`src/design/tpp_pkg.sv`:
```
// shared types, command codes and constants of the turtle plotter
`default_nettype none

package tpp_pkg;

    localparam int DEF_COLUMNS    = 64;
    localparam int DEF_ROWS       = 32;
    localparam int ROW_W          = 64;
    localparam int MAX_PRINT_ROWS = 32;
    localparam int ROW_IDX_W      = 5;
    localparam int OP_W           = 3;
    localparam int DIST_W         = 8;

    typedef logic [OP_W-1:0] t_op;

    localparam t_op OP_PEN_UP     = 3'd0;
    localparam t_op OP_PEN_DOWN   = 3'd1;
    localparam t_op OP_TURN_RIGHT = 3'd2;
    localparam t_op OP_TURN_LEFT  = 3'd3;
    localparam t_op OP_FORWARD    = 3'd4;
    localparam t_op OP_PRINT      = 3'd5;
    localparam t_op OP_QUIT       = 3'd6;
    localparam t_op OP_NONE       = 3'd7;

    typedef logic [1:0] t_head;

    localparam t_head HEAD_NORTH = 2'd0;
    localparam t_head HEAD_EAST  = 2'd1;
    localparam t_head HEAD_SOUTH = 2'd2;
    localparam t_head HEAD_WEST  = 2'd3;

    // controller to datapath
    typedef struct packed {
        logic apply_op;
        logic load_steps;
        logic step_read;
        logic step_write;
        logic print_start;
        logic print_read;
        logic print_next;
    } t_dp_cmd;

    // datapath to controller
    typedef struct packed {
        logic halted;
        logic steps_last;
        logic row_last;
    } t_dp_stat;

endpackage

`default_nettype wire

```
`src/design/tpp_if.sv`:
```
// command and row channel interfaces
`default_nettype none

interface tpp_cmd_if;
    logic                   valid;
    logic                   ready;
    logic [2:0]             op;
    logic [7:0]             distance;

    modport source (output valid, output op, output distance, input ready);
    modport sink   (input valid, input op, input distance, output ready);
    modport mon    (input valid, input op, input distance, input ready);
endinterface

interface tpp_row_if;
    logic                   valid;
    logic                   ready;
    logic [63:0]            row_bits;
    logic [4:0]             row_index;
    logic                   last_row;

    modport source (output valid, output row_bits, output row_index, output last_row,
                    input ready);
    modport sink   (input valid, input row_bits, input row_index, input last_row,
                    output ready);
    modport mon    (input valid, input row_bits, input row_index, input last_row,
                    input ready);
endinterface

`default_nettype wire

```
`src/design/turtle_pen_plotter_core.sv`:
```
// Sequencing: pen, turn, quit and none items, and a zero-length forward, finish in the idle state;
//   forward does a canvas row read, then a row write (pen down only), per step on the one canvas memory.
// Print: each row is a registered memory read, then the row is held in the output until
//   taken; min(ROWS, 32) rows per print.
// Reset: synchronous, active low; turtle state returns to origin, facing east, pen down;
//   per-row valid flops make the canvas read as cleared at once, with no clearing pass.
`default_nettype none

module turtle_pen_plotter_core #(
    parameter int COLUMNS = tpp_pkg::DEF_COLUMNS,
    parameter int ROWS    = tpp_pkg::DEF_ROWS
) (
    input  wire logic  i_clk,
    input  wire logic  i_rst_n,
    tpp_cmd_if.sink    i_cmd,
    tpp_row_if.source  o_row
);
    import tpp_pkg::*;

    // command and status between the controller and the datapath
    t_dp_cmd  dp_cmd;
    t_dp_stat dp_stat;

    logic in_ready;
    logic out_valid;

    // controller: one item at a time, walks forward steps and print rows
    tpp_ctrl u_ctrl (
        .i_clk       (i_clk),
        .i_rst_n     (i_rst_n),
        .i_in_valid  (i_cmd.valid),
        .i_op        (i_cmd.op),
        .i_distance  (i_cmd.distance),
        .i_out_ready (o_row.ready),
        .i_stat      (dp_stat),
        .o_in_ready  (in_ready),
        .o_out_valid (out_valid),
        .o_cmd       (dp_cmd)
    );

    // datapath: pen position, heading, flags, canvas and the row being shown
    tpp_dp #(
        .COLUMNS (COLUMNS),
        .ROWS    (ROWS)
    ) u_dp (
        .i_clk       (i_clk),
        .i_rst_n     (i_rst_n),
        .i_cmd       (dp_cmd),
        .i_op        (i_cmd.op),
        .i_distance  (i_cmd.distance),
        .o_stat      (dp_stat),
        .o_row_bits  (o_row.row_bits),
        .o_row_index (o_row.row_index),
        .o_last_row  (o_row.last_row)
    );

    // the row payload comes straight from the read register, which holds while stalled
    assign i_cmd.ready = in_ready;
    assign o_row.valid = out_valid;

endmodule

`default_nettype wire

```
`src/design/tpp_ctrl.sv`:
```
// controller state machine of the turtle plotter
`default_nettype none

module tpp_ctrl (
    input  wire logic              i_clk,
    input  wire logic              i_rst_n,
    input  wire logic              i_in_valid,
    input  wire tpp_pkg::t_op      i_op,
    input  wire logic [7:0]        i_distance,
    input  wire logic              i_out_ready,
    input  wire tpp_pkg::t_dp_stat i_stat,
    output logic                   o_in_ready,
    output logic                   o_out_valid,
    output tpp_pkg::t_dp_cmd       o_cmd
);
    import tpp_pkg::*;

    localparam logic [2:0] S_IDLE      = 3'd0;
    localparam logic [2:0] S_STEP_RD   = 3'd1;
    localparam logic [2:0] S_STEP_WR   = 3'd2;
    localparam logic [2:0] S_PRINT_RD  = 3'd3;
    localparam logic [2:0] S_PRINT_OUT = 3'd4;

    logic [2:0] r_state;
    logic [2:0] n_state;

    always_comb begin
        n_state     = r_state;
        o_in_ready  = 1'b0;
        o_out_valid = 1'b0;
        o_cmd       = '0;
        unique case (r_state)
            S_IDLE: begin
                o_in_ready = 1'b1;
                if (i_in_valid && !i_stat.halted) begin
                    unique case (i_op) inside
                        OP_PEN_UP, OP_PEN_DOWN, OP_TURN_RIGHT, OP_TURN_LEFT, OP_QUIT: begin
                            o_cmd.apply_op = 1'b1;
                        end
                        OP_FORWARD: begin
                            if (i_distance != '0) begin
                                o_cmd.load_steps = 1'b1;
                                n_state          = S_STEP_RD;
                            end
                        end
                        OP_PRINT: begin
                            o_cmd.print_start = 1'b1;
                            n_state           = S_PRINT_RD;
                        end
                        default: begin
                        end
                    endcase
                end
            end
            S_STEP_RD: begin
                o_cmd.step_read = 1'b1;
                n_state         = S_STEP_WR;
            end
            S_STEP_WR: begin
                o_cmd.step_write = 1'b1;
                n_state          = i_stat.steps_last ? S_IDLE : S_STEP_RD;
            end
            S_PRINT_RD: begin
                o_cmd.print_read = 1'b1;
                n_state          = S_PRINT_OUT;
            end
            S_PRINT_OUT: begin
                o_out_valid = 1'b1;
                if (i_out_ready) begin
                    o_cmd.print_next = 1'b1;
                    n_state          = i_stat.row_last ? S_IDLE : S_PRINT_RD;
                end
            end
            default: begin
                n_state = S_IDLE;
            end
        endcase
    end

    always_ff @(posedge i_clk) begin
        if (!i_rst_n) begin
            r_state <= S_IDLE;
        end else begin
            r_state <= n_state;
        end
    end

endmodule

`default_nettype wire

```
`src/design/tpp_dp.sv`:
```
// datapath: turtle state, canvas memory and print row register
`default_nettype none

module tpp_dp #(
    parameter int COLUMNS = tpp_pkg::DEF_COLUMNS,
    parameter int ROWS    = tpp_pkg::DEF_ROWS
) (
    input  wire logic              i_clk,
    input  wire logic              i_rst_n,
    input  wire tpp_pkg::t_dp_cmd  i_cmd,
    input  wire tpp_pkg::t_op      i_op,
    input  wire logic [7:0]        i_distance,
    output tpp_pkg::t_dp_stat      o_stat,
    output logic [63:0]            o_row_bits,
    output logic [4:0]             o_row_index,
    output logic                   o_last_row
);
    import tpp_pkg::*;

    localparam int XW = $clog2(COLUMNS);
    localparam int AW = $clog2(ROWS);
    localparam int PRINT_ROWS = (ROWS < MAX_PRINT_ROWS) ? ROWS : MAX_PRINT_ROWS;
    localparam logic [ROW_W-1:0] COL_MASK =
        (COLUMNS >= ROW_W) ? {ROW_W{1'b1}} : ((ROW_W'(1) << COLUMNS) - ROW_W'(1));
    localparam logic [XW-1:0]        X_MAX    = XW'(COLUMNS - 1);
    localparam logic [AW-1:0]        Y_MAX    = AW'(ROWS - 1);
    localparam logic [ROW_IDX_W-1:0] ROW_LAST = ROW_IDX_W'(PRINT_ROWS - 1);

    logic [ROW_W-1:0]     mem [ROWS];
    logic [ROWS-1:0]      r_vld;
    logic [ROW_W-1:0]     r_rd_data;
    logic                 r_rd_vld;

    logic [XW-1:0]        r_x;
    logic [XW-1:0]        n_x;
    logic [AW-1:0]        r_y;
    logic [AW-1:0]        n_y;
    t_head                r_head;
    t_head                n_head;
    logic                 r_pen;
    logic                 n_pen;
    logic                 r_halt;
    logic                 n_halt;
    logic [DIST_W-1:0]    r_steps;
    logic [DIST_W-1:0]    n_steps;
    logic [ROW_IDX_W-1:0] r_row;
    logic [ROW_IDX_W-1:0] n_row;

    logic [AW-1:0]        rd_addr;
    logic [ROW_W-1:0]     eff_row;
    logic                 wr_en;

    assign rd_addr = i_cmd.step_read ? r_y : AW'(r_row);
    // a row never written reads as cleared
    assign eff_row = r_rd_vld ? r_rd_data : '0;
    assign wr_en   = i_cmd.step_write && r_pen;

    always_ff @(posedge i_clk) begin
        if (wr_en) begin
            mem[r_y] <= eff_row | (ROW_W'(1) << r_x);
        end
        if (i_cmd.step_read || i_cmd.print_read) begin
            r_rd_data <= mem[rd_addr];
        end
    end

    always_comb begin
        n_x     = r_x;
        n_y     = r_y;
        n_head  = r_head;
        n_pen   = r_pen;
        n_halt  = r_halt;
        n_steps = r_steps;
        n_row   = r_row;
        if (i_cmd.apply_op) begin
            case (i_op)
                OP_PEN_UP:     n_pen  = 1'b0;
                OP_PEN_DOWN:   n_pen  = 1'b1;
                OP_TURN_RIGHT: n_head = r_head + 2'd1;
                OP_TURN_LEFT:  n_head = r_head - 2'd1;
                OP_QUIT:       n_halt = 1'b1;
                default: begin
                end
            endcase
        end
        if (i_cmd.load_steps) begin
            n_steps = i_distance;
        end
        if (i_cmd.step_write) begin
            n_steps = r_steps - DIST_W'(1);
            // move one cell, holding at the canvas edge
            case (r_head)
                HEAD_NORTH: if (r_y != '0)    n_y = r_y - AW'(1);
                HEAD_SOUTH: if (r_y != Y_MAX) n_y = r_y + AW'(1);
                HEAD_EAST:  if (r_x != X_MAX) n_x = r_x + XW'(1);
                default:    if (r_x != '0)    n_x = r_x - XW'(1);
            endcase
        end
        if (i_cmd.print_start) begin
            n_row = '0;
        end else if (i_cmd.print_next) begin
            n_row = r_row + ROW_IDX_W'(1);
        end
    end

    always_ff @(posedge i_clk) begin
        if (!i_rst_n) begin
            r_x      <= '0;
            r_y      <= '0;
            r_head   <= HEAD_EAST;
            r_pen    <= 1'b1;
            r_halt   <= 1'b0;
            r_steps  <= '0;
            r_row    <= '0;
            r_vld    <= '0;
            r_rd_vld <= 1'b0;
        end else begin
            r_x     <= n_x;
            r_y     <= n_y;
            r_head  <= n_head;
            r_pen   <= n_pen;
            r_halt  <= n_halt;
            r_steps <= n_steps;
            r_row   <= n_row;
            if (wr_en) begin
                r_vld[r_y] <= 1'b1;
            end
            if (i_cmd.step_read || i_cmd.print_read) begin
                r_rd_vld <= r_vld[rd_addr];
            end
        end
    end

    assign o_stat.halted     = r_halt;
    assign o_stat.steps_last = (r_steps == DIST_W'(1));
    assign o_stat.row_last   = (r_row == ROW_LAST);

    assign o_row_bits  = eff_row & COL_MASK;
    assign o_row_index = r_row;
    assign o_last_row  = (r_row == ROW_LAST);

endmodule

`default_nettype wire

```
`src/flat_wrapper.sv`:
```
// flat-port wrapper written by rule: the top's interface ports become plain ports
module turtle_pen_plotter_core_flat import tpp_pkg::*;
#(
    parameter int COLUMNS = tpp_pkg::DEF_COLUMNS,
    parameter int ROWS    = tpp_pkg::DEF_ROWS
)
  (i_clk, i_rst_n, i_cmd_valid, i_cmd_op, i_cmd_distance, i_cmd_ready, o_row_valid, o_row_row_bits, o_row_row_index, o_row_last_row, o_row_ready);
  tpp_cmd_if i_cmd_i ();
  tpp_row_if o_row_i ();
  input  wire logic i_clk;
  input  wire logic i_rst_n;
  input wire logic [$bits(i_cmd_i.valid)-1:0] i_cmd_valid;
  input wire logic [$bits(i_cmd_i.op)-1:0] i_cmd_op;
  input wire logic [$bits(i_cmd_i.distance)-1:0] i_cmd_distance;
  output wire logic [$bits(i_cmd_i.ready)-1:0] i_cmd_ready;
  output wire logic [$bits(o_row_i.valid)-1:0] o_row_valid;
  output wire logic [$bits(o_row_i.row_bits)-1:0] o_row_row_bits;
  output wire logic [$bits(o_row_i.row_index)-1:0] o_row_row_index;
  output wire logic [$bits(o_row_i.last_row)-1:0] o_row_last_row;
  input wire logic [$bits(o_row_i.ready)-1:0] o_row_ready;
  assign i_cmd_i.valid = i_cmd_valid;
  assign i_cmd_i.op = i_cmd_op;
  assign i_cmd_i.distance = i_cmd_distance;
  assign i_cmd_ready = i_cmd_i.ready;
  assign o_row_valid = o_row_i.valid;
  assign o_row_row_bits = o_row_i.row_bits;
  assign o_row_row_index = o_row_i.row_index;
  assign o_row_last_row = o_row_i.last_row;
  assign o_row_i.ready = o_row_ready;
  turtle_pen_plotter_core #(.COLUMNS(COLUMNS), .ROWS(ROWS)) u_core (.i_clk(i_clk), .i_rst_n(i_rst_n), .i_cmd(i_cmd_i), .o_row(o_row_i));
endmodule
```
`config.mk`:
```
export PLATFORM = sky130hd
export DESIGN_NAME = turtle_pen_plotter_core_flat
export DESIGN_NICKNAME = d
export VERILOG_FILES = /design/src/design/tpp_pkg.sv /design/src/design/tpp_if.sv /design/src/design/turtle_pen_plotter_core.sv /design/src/design/tpp_ctrl.sv /design/src/design/tpp_dp.sv /design/src/flat_wrapper.sv
export SDC_FILE = /design/constraint.sdc
export NUM_CORES = 2
export LEC_CHECK = 0
export BUFFER_PORTS_ARGS = -buffer_cell sky130_fd_sc_hd__buf_2
export CAP_MARGIN = 15
export CORE_UTILIZATION = 40
export CTS_CLUSTER_DIAMETER = 60
export DETAILED_ROUTE_END_ITERATION = 10
export PLACE_DENSITY = 0.66
export SLEW_MARGIN = 15
export SYNTH_ARGS = -nofsm -noshare
export SYNTH_HDL_FRONTEND = slang
export SYNTH_SLANG_ARGS = --single-unit
```
`constraint.sdc`:
```
create_clock -name i_clk -period 6.15 [get_ports i_clk]
set_input_delay 0 -clock i_clk [delete_from_list [all_inputs] [get_ports i_clk]]
set_output_delay 0 -clock i_clk [all_outputs]
set_load 0.03 [all_outputs]
```
==> metrics.txt <==
WL per Instance=27.37 um; yosys synthesis warning count=0; portion of the post-synthesis area used by sequential elements=72.37%; Synthesized Nets=5,653; category of the worst setup path launch point=flop; area of all placed cells without fillers=101,300 um^2; Gate power share=about 2.1%; GR Util met3=4.005%; setup slack of the worst register-to-register path=about 1900 ps; actual transition at the worst max-transition pin=1185 ps; CTS sink count=2,176; arithmetic-cell share of the synthesized area counting full adders, half adders and majority gates=0.2407%; maximum buffer depth of the clock tree=3; Net Switching=0.006128 W; source-to-sink clock delay at the later pin of the worst-skew pair=about 850 ps; detailed-router iteration count before antenna repair=5; TritonCTS clock tree=done; worst path arrival time=4900 ps; area of combinational cells with multiple inputs=22,230 um^2; CTS HTree Levels=4; number of enable-type register cells in the synthesized netlist=2,112; HPWL after DPL=120.3 mm; result of the run=finished, final reports clean; worst-case clock skew=41.52 ps; Setup violations, final=0; Post-Place Setup Slack=1972 ps; predominant post-synthesis flop cell=sky130_fd_sc_hd__edfxtp_1; fill cell total of the finished layout=19,030; starting density of the core=40.26%; crit path max fanout=about 90; setup fix buffers added after clock tree synthesis=0; maximum resistive drop on vdd=0.3119 mV; parity-gate share of the synthesized area counting xor and xnor cells=less than 1%; main combinational cell family by area after synthesis=multiplexers; Cells after DPL=around 8,500; Site Rows=between 150 and 200; core area=222,100 um^2; leak pwr=34.41 nW; post-layout instance count excluding filler cells=8,914; met1 Use GR=29.15%; die area=225,400 um^2; library cells used by synthesis=70; Async S/R FF share, synth=0%; Die W=474.8 um; final period demand of the worst path=4223 ps; Root Buffer=sky130_fd_sc_hd__clkbuf_16; Buf/Inv on CP=1; total power divided by cell area=294.3 nW/um^2; mapped cell area=89,400 um^2; Layout Utilization=45.60%; area share of and/or/nand/nor cells after synthesis=4.260%; drt first-iter violations=approximately 6,000; share of synthesized area spent on multiplexers=11.33%; slew margin rel.=roughly a fifth; antenna violations before repair=13; kind of end point of the critical path=flop; layout cells sized above 1=13.09%; DRC violation count after routing=0; max_cap viols=0; first-pass GRT wire length=approximately 350 mm; Min-Delay Path Class=in -> reg; number of failing hold endpoints at the final stage=0; Die Y=474.8 um; sequential cell area in the final layout=about 65,000 um^2; Area Growth Syn to Fin=13.28%; largest net degree at the start of global routing=171; clock buffers created by TritonCTS=213; critical path class=reg -> reg; vias in the first global route=50,400; delay of the slowest critical-path stage=940 ps; sequential cell fraction of total power=54.7%; internal power component=0.02367 W; Cell Area, Placed=between 90,000 and 100,000 um^2; vias per cell=5.770; routability cong.=0.7926; total I/O pin count=87; Switching Fraction=between 20% and 30%; final critical-path setup slack=between 1500 and 2000 ps; clock-pin transition on the worst setup and hold timing paths=roughly 60 ps; max-slew violation total from the final report=0; mean cell area of the mapped netlist=15.90 um^2; data required time at the worst endpoint=6830 ps; Clk network pwr share=approximately 43%; overflow left after global routing=0; synthesized instance count=around 5,600; Achievable Freq=236.8 MHz; busiest metal layer after global routing=met2; cells resized by post-CTS repair=0; kind of cell adding the most delay to the critical path=multiplexers; final setup TNS=0 ps; highest-delay cell along the critical path=sky130_fd_sc_hd__nor3b_2; buffers added on ports=86; met2 layer usage reported by global route=33.80%; detailed-route via count=51,440; final WL=244.0 mm; unrepaired setup endpoints after global routing=false; GRT Overall Usage=21.33%; number of routed nets with antenna violations=0; final worst-path cycle share=68.67%; Layout Nets=5,788; #FFs+latches synth=2,176; cell-by-cell listing of the critical path=nor3b_2 > mux2_8 > buf_4 > mux2_2 > a211o_1 > nor4_2; compound-gate portion of the synthesized area=8.464%
-- path summary, 6_finish.rpt --
check	start	to	cells past startpoint
worst max-delay path	u_core.u_ctrl.r_state[0]	u_core.u_dp.r_rd_data[50]	6
worst min-delay path	o_row_ready	u_core.u_ctrl.r_state[2]	5
worst max register to register	u_core.u_ctrl.r_state[0]	u_core.u_dp.r_rd_data[50]	6
worst min register to register	u_core.u_dp.r_vld[20]	u_core.u_dp.r_vld[20]	2
-- sequential cells by signal (all words and copies together) (netlist names) --
name and flops:
u_core.u_dp.r_halt 1, u_core.u_dp.r_x 6, u_core.u_dp.r_vld 32, u_core.u_dp.r_pen 1
u_core.u_ctrl.r_state 3, u_core.u_dp.r_steps 8, u_core.u_dp.r_rd_vld 1, u_core.u_dp.r_rd_data 64
u_core.u_dp.r_y 5, u_core.u_dp.r_head 2, u_core.u_dp.mem 2048, u_core.u_dp.o_row_index 5
-- final cells by class --
class	instances	share of cell area, %
Clock inverter	125	1.187
Antenna cell	4	0.009884
Timing Repair Buffer	304	2.659
Sequential cell	2176	63.90
Inverter	276	1.023
Clock buffer	268	5.600
Tap cell	2975	3.676
Multi-Input combinational cell	2786	21.95
-- worst register-to-register path: stages, from the launching register on --
cell,delay [ps]
sky130_fd_sc_hd__dfxtp_1,500
sky130_fd_sc_hd__nor3b_2,940
sky130_fd_sc_hd__mux2_8,880
sky130_fd_sc_hd__buf_4,710
sky130_fd_sc_hd__mux2_2,440
sky130_fd_sc_hd__a211o_1,330
sky130_fd_sc_hd__nor4_2,250
-- metal layers --
layer | vias to the layer above | share of wire, %
li1 | 22170 | -
met1 | 26310 | 41
met2 | 2423 | 47
met3 | 521 | 8.2
met4 | 6 | 3.7
met5 | - | 0.018
-- synth_stat cells (64+ instances only) --
library cell               instances  area [um^2]
sky130_fd_sc_hd__a21oi_1          76        380.4
sky130_fd_sc_hd__buf_2           116        580.6
sky130_fd_sc_hd__edfxtp_1       2112        63420
sky130_fd_sc_hd__a211oi_1        518         3889
sky130_fd_sc_hd__mux2_2           67        754.5
sky130_fd_sc_hd__o21a_1          148         1111
sky130_fd_sc_hd__nor2_1           98        367.9
sky130_fd_sc_hd__inv_1           276         1036
sky130_fd_sc_hd__nand2_1         292         1096
sky130_fd_sc_hd__clkbuf_1        220        825.8
sky130_fd_sc_hd__mux2i_1         910         9109
sky130_fd_sc_hd__and2_1           64        400.4
sky130_fd_sc_hd__nand3_1         145        725.7
sky130_fd_sc_hd__o22ai_1         128        800.8
sky130_fd_sc_hd__dfxtp_1          64         1281
-- cell usage in the layout (no fill, tap or decap), types with 43 or more instances in the layout --
| cell type | instances |
|---|---|
| sky130_fd_sc_hd__buf_12 | 43 |
| sky130_fd_sc_hd__nor4_2 | 63 |
| sky130_fd_sc_hd__o21a_1 | 148 |
| sky130_fd_sc_hd__mux2i_1 | 910 |
| sky130_fd_sc_hd__o21bai_1 | 57 |
| sky130_fd_sc_hd__dfxtp_1 | 62 |
| sky130_fd_sc_hd__nand3_1 | 144 |
| sky130_fd_sc_hd__edfxtp_1 | 2112 |
| sky130_fd_sc_hd__a211o_1 | 63 |
| sky130_fd_sc_hd__inv_1 | 276 |
| sky130_fd_sc_hd__a211oi_1 | 518 |
| sky130_fd_sc_hd__mux2_2 | 66 |
| sky130_fd_sc_hd__clkbuf_1 | 46 |
| sky130_fd_sc_hd__a21oi_1 | 76 |
| sky130_fd_sc_hd__buf_4 | 140 |
| sky130_fd_sc_hd__nor2_1 | 66 |
| sky130_fd_sc_hd__buf_2 | 86 |
| sky130_fd_sc_hd__o22ai_1 | 128 |
| sky130_fd_sc_hd__and2_1 | 64 |
| sky130_fd_sc_hd__clkinv_1 | 48 |
| sky130_fd_sc_hd__nand2_1 | 290 |
| sky130_fd_sc_hd__clkbuf_16 | 217 |
-- timing repair --
item,in CTS,in global routing
hold buffers,35,0
endpoints found under the hold margin,40,0
endpoints found under the setup margin,0,0
-- power groups by stage --
stage | registers [W] | clock network, W | logic [W]
final | 0.0163 | 0.0129 | 0.000626
after global routing | 0.0163 | 0.0136 | 0.000664
after CTS | 0.0163 | 0.0130 | 0.000616
after detailed placement | 0.0166 | 0 | 0.000598
after global placement | 0.0166 | 0 | 0.000580
after floorplan | 0.0166 | 0 | 0.000351
-- per-stage QoR --
stage | total power [W] | hold WS (ps)
2_1_floorplan | 0.01695 | 128.5
3_3_place_gp | 0.01719 | 281.7
3_5_place_dp | 0.01721 | 304.9
4_1_cts | 0.02991 | 60.84
5_1_grt | 0.03056 | 114.6
6_report | 0.02980 | 129.1
-- kinds of logic after synthesis --
kind of cell    count (synthesis)
fa+ha+maj                      16
simple gates                  724
buf+inv                       660
mux                           989
compound gates               1042
xor+xnor                       15
flops                        2176
Note: power is estimated with default switching activity, not from simulation.
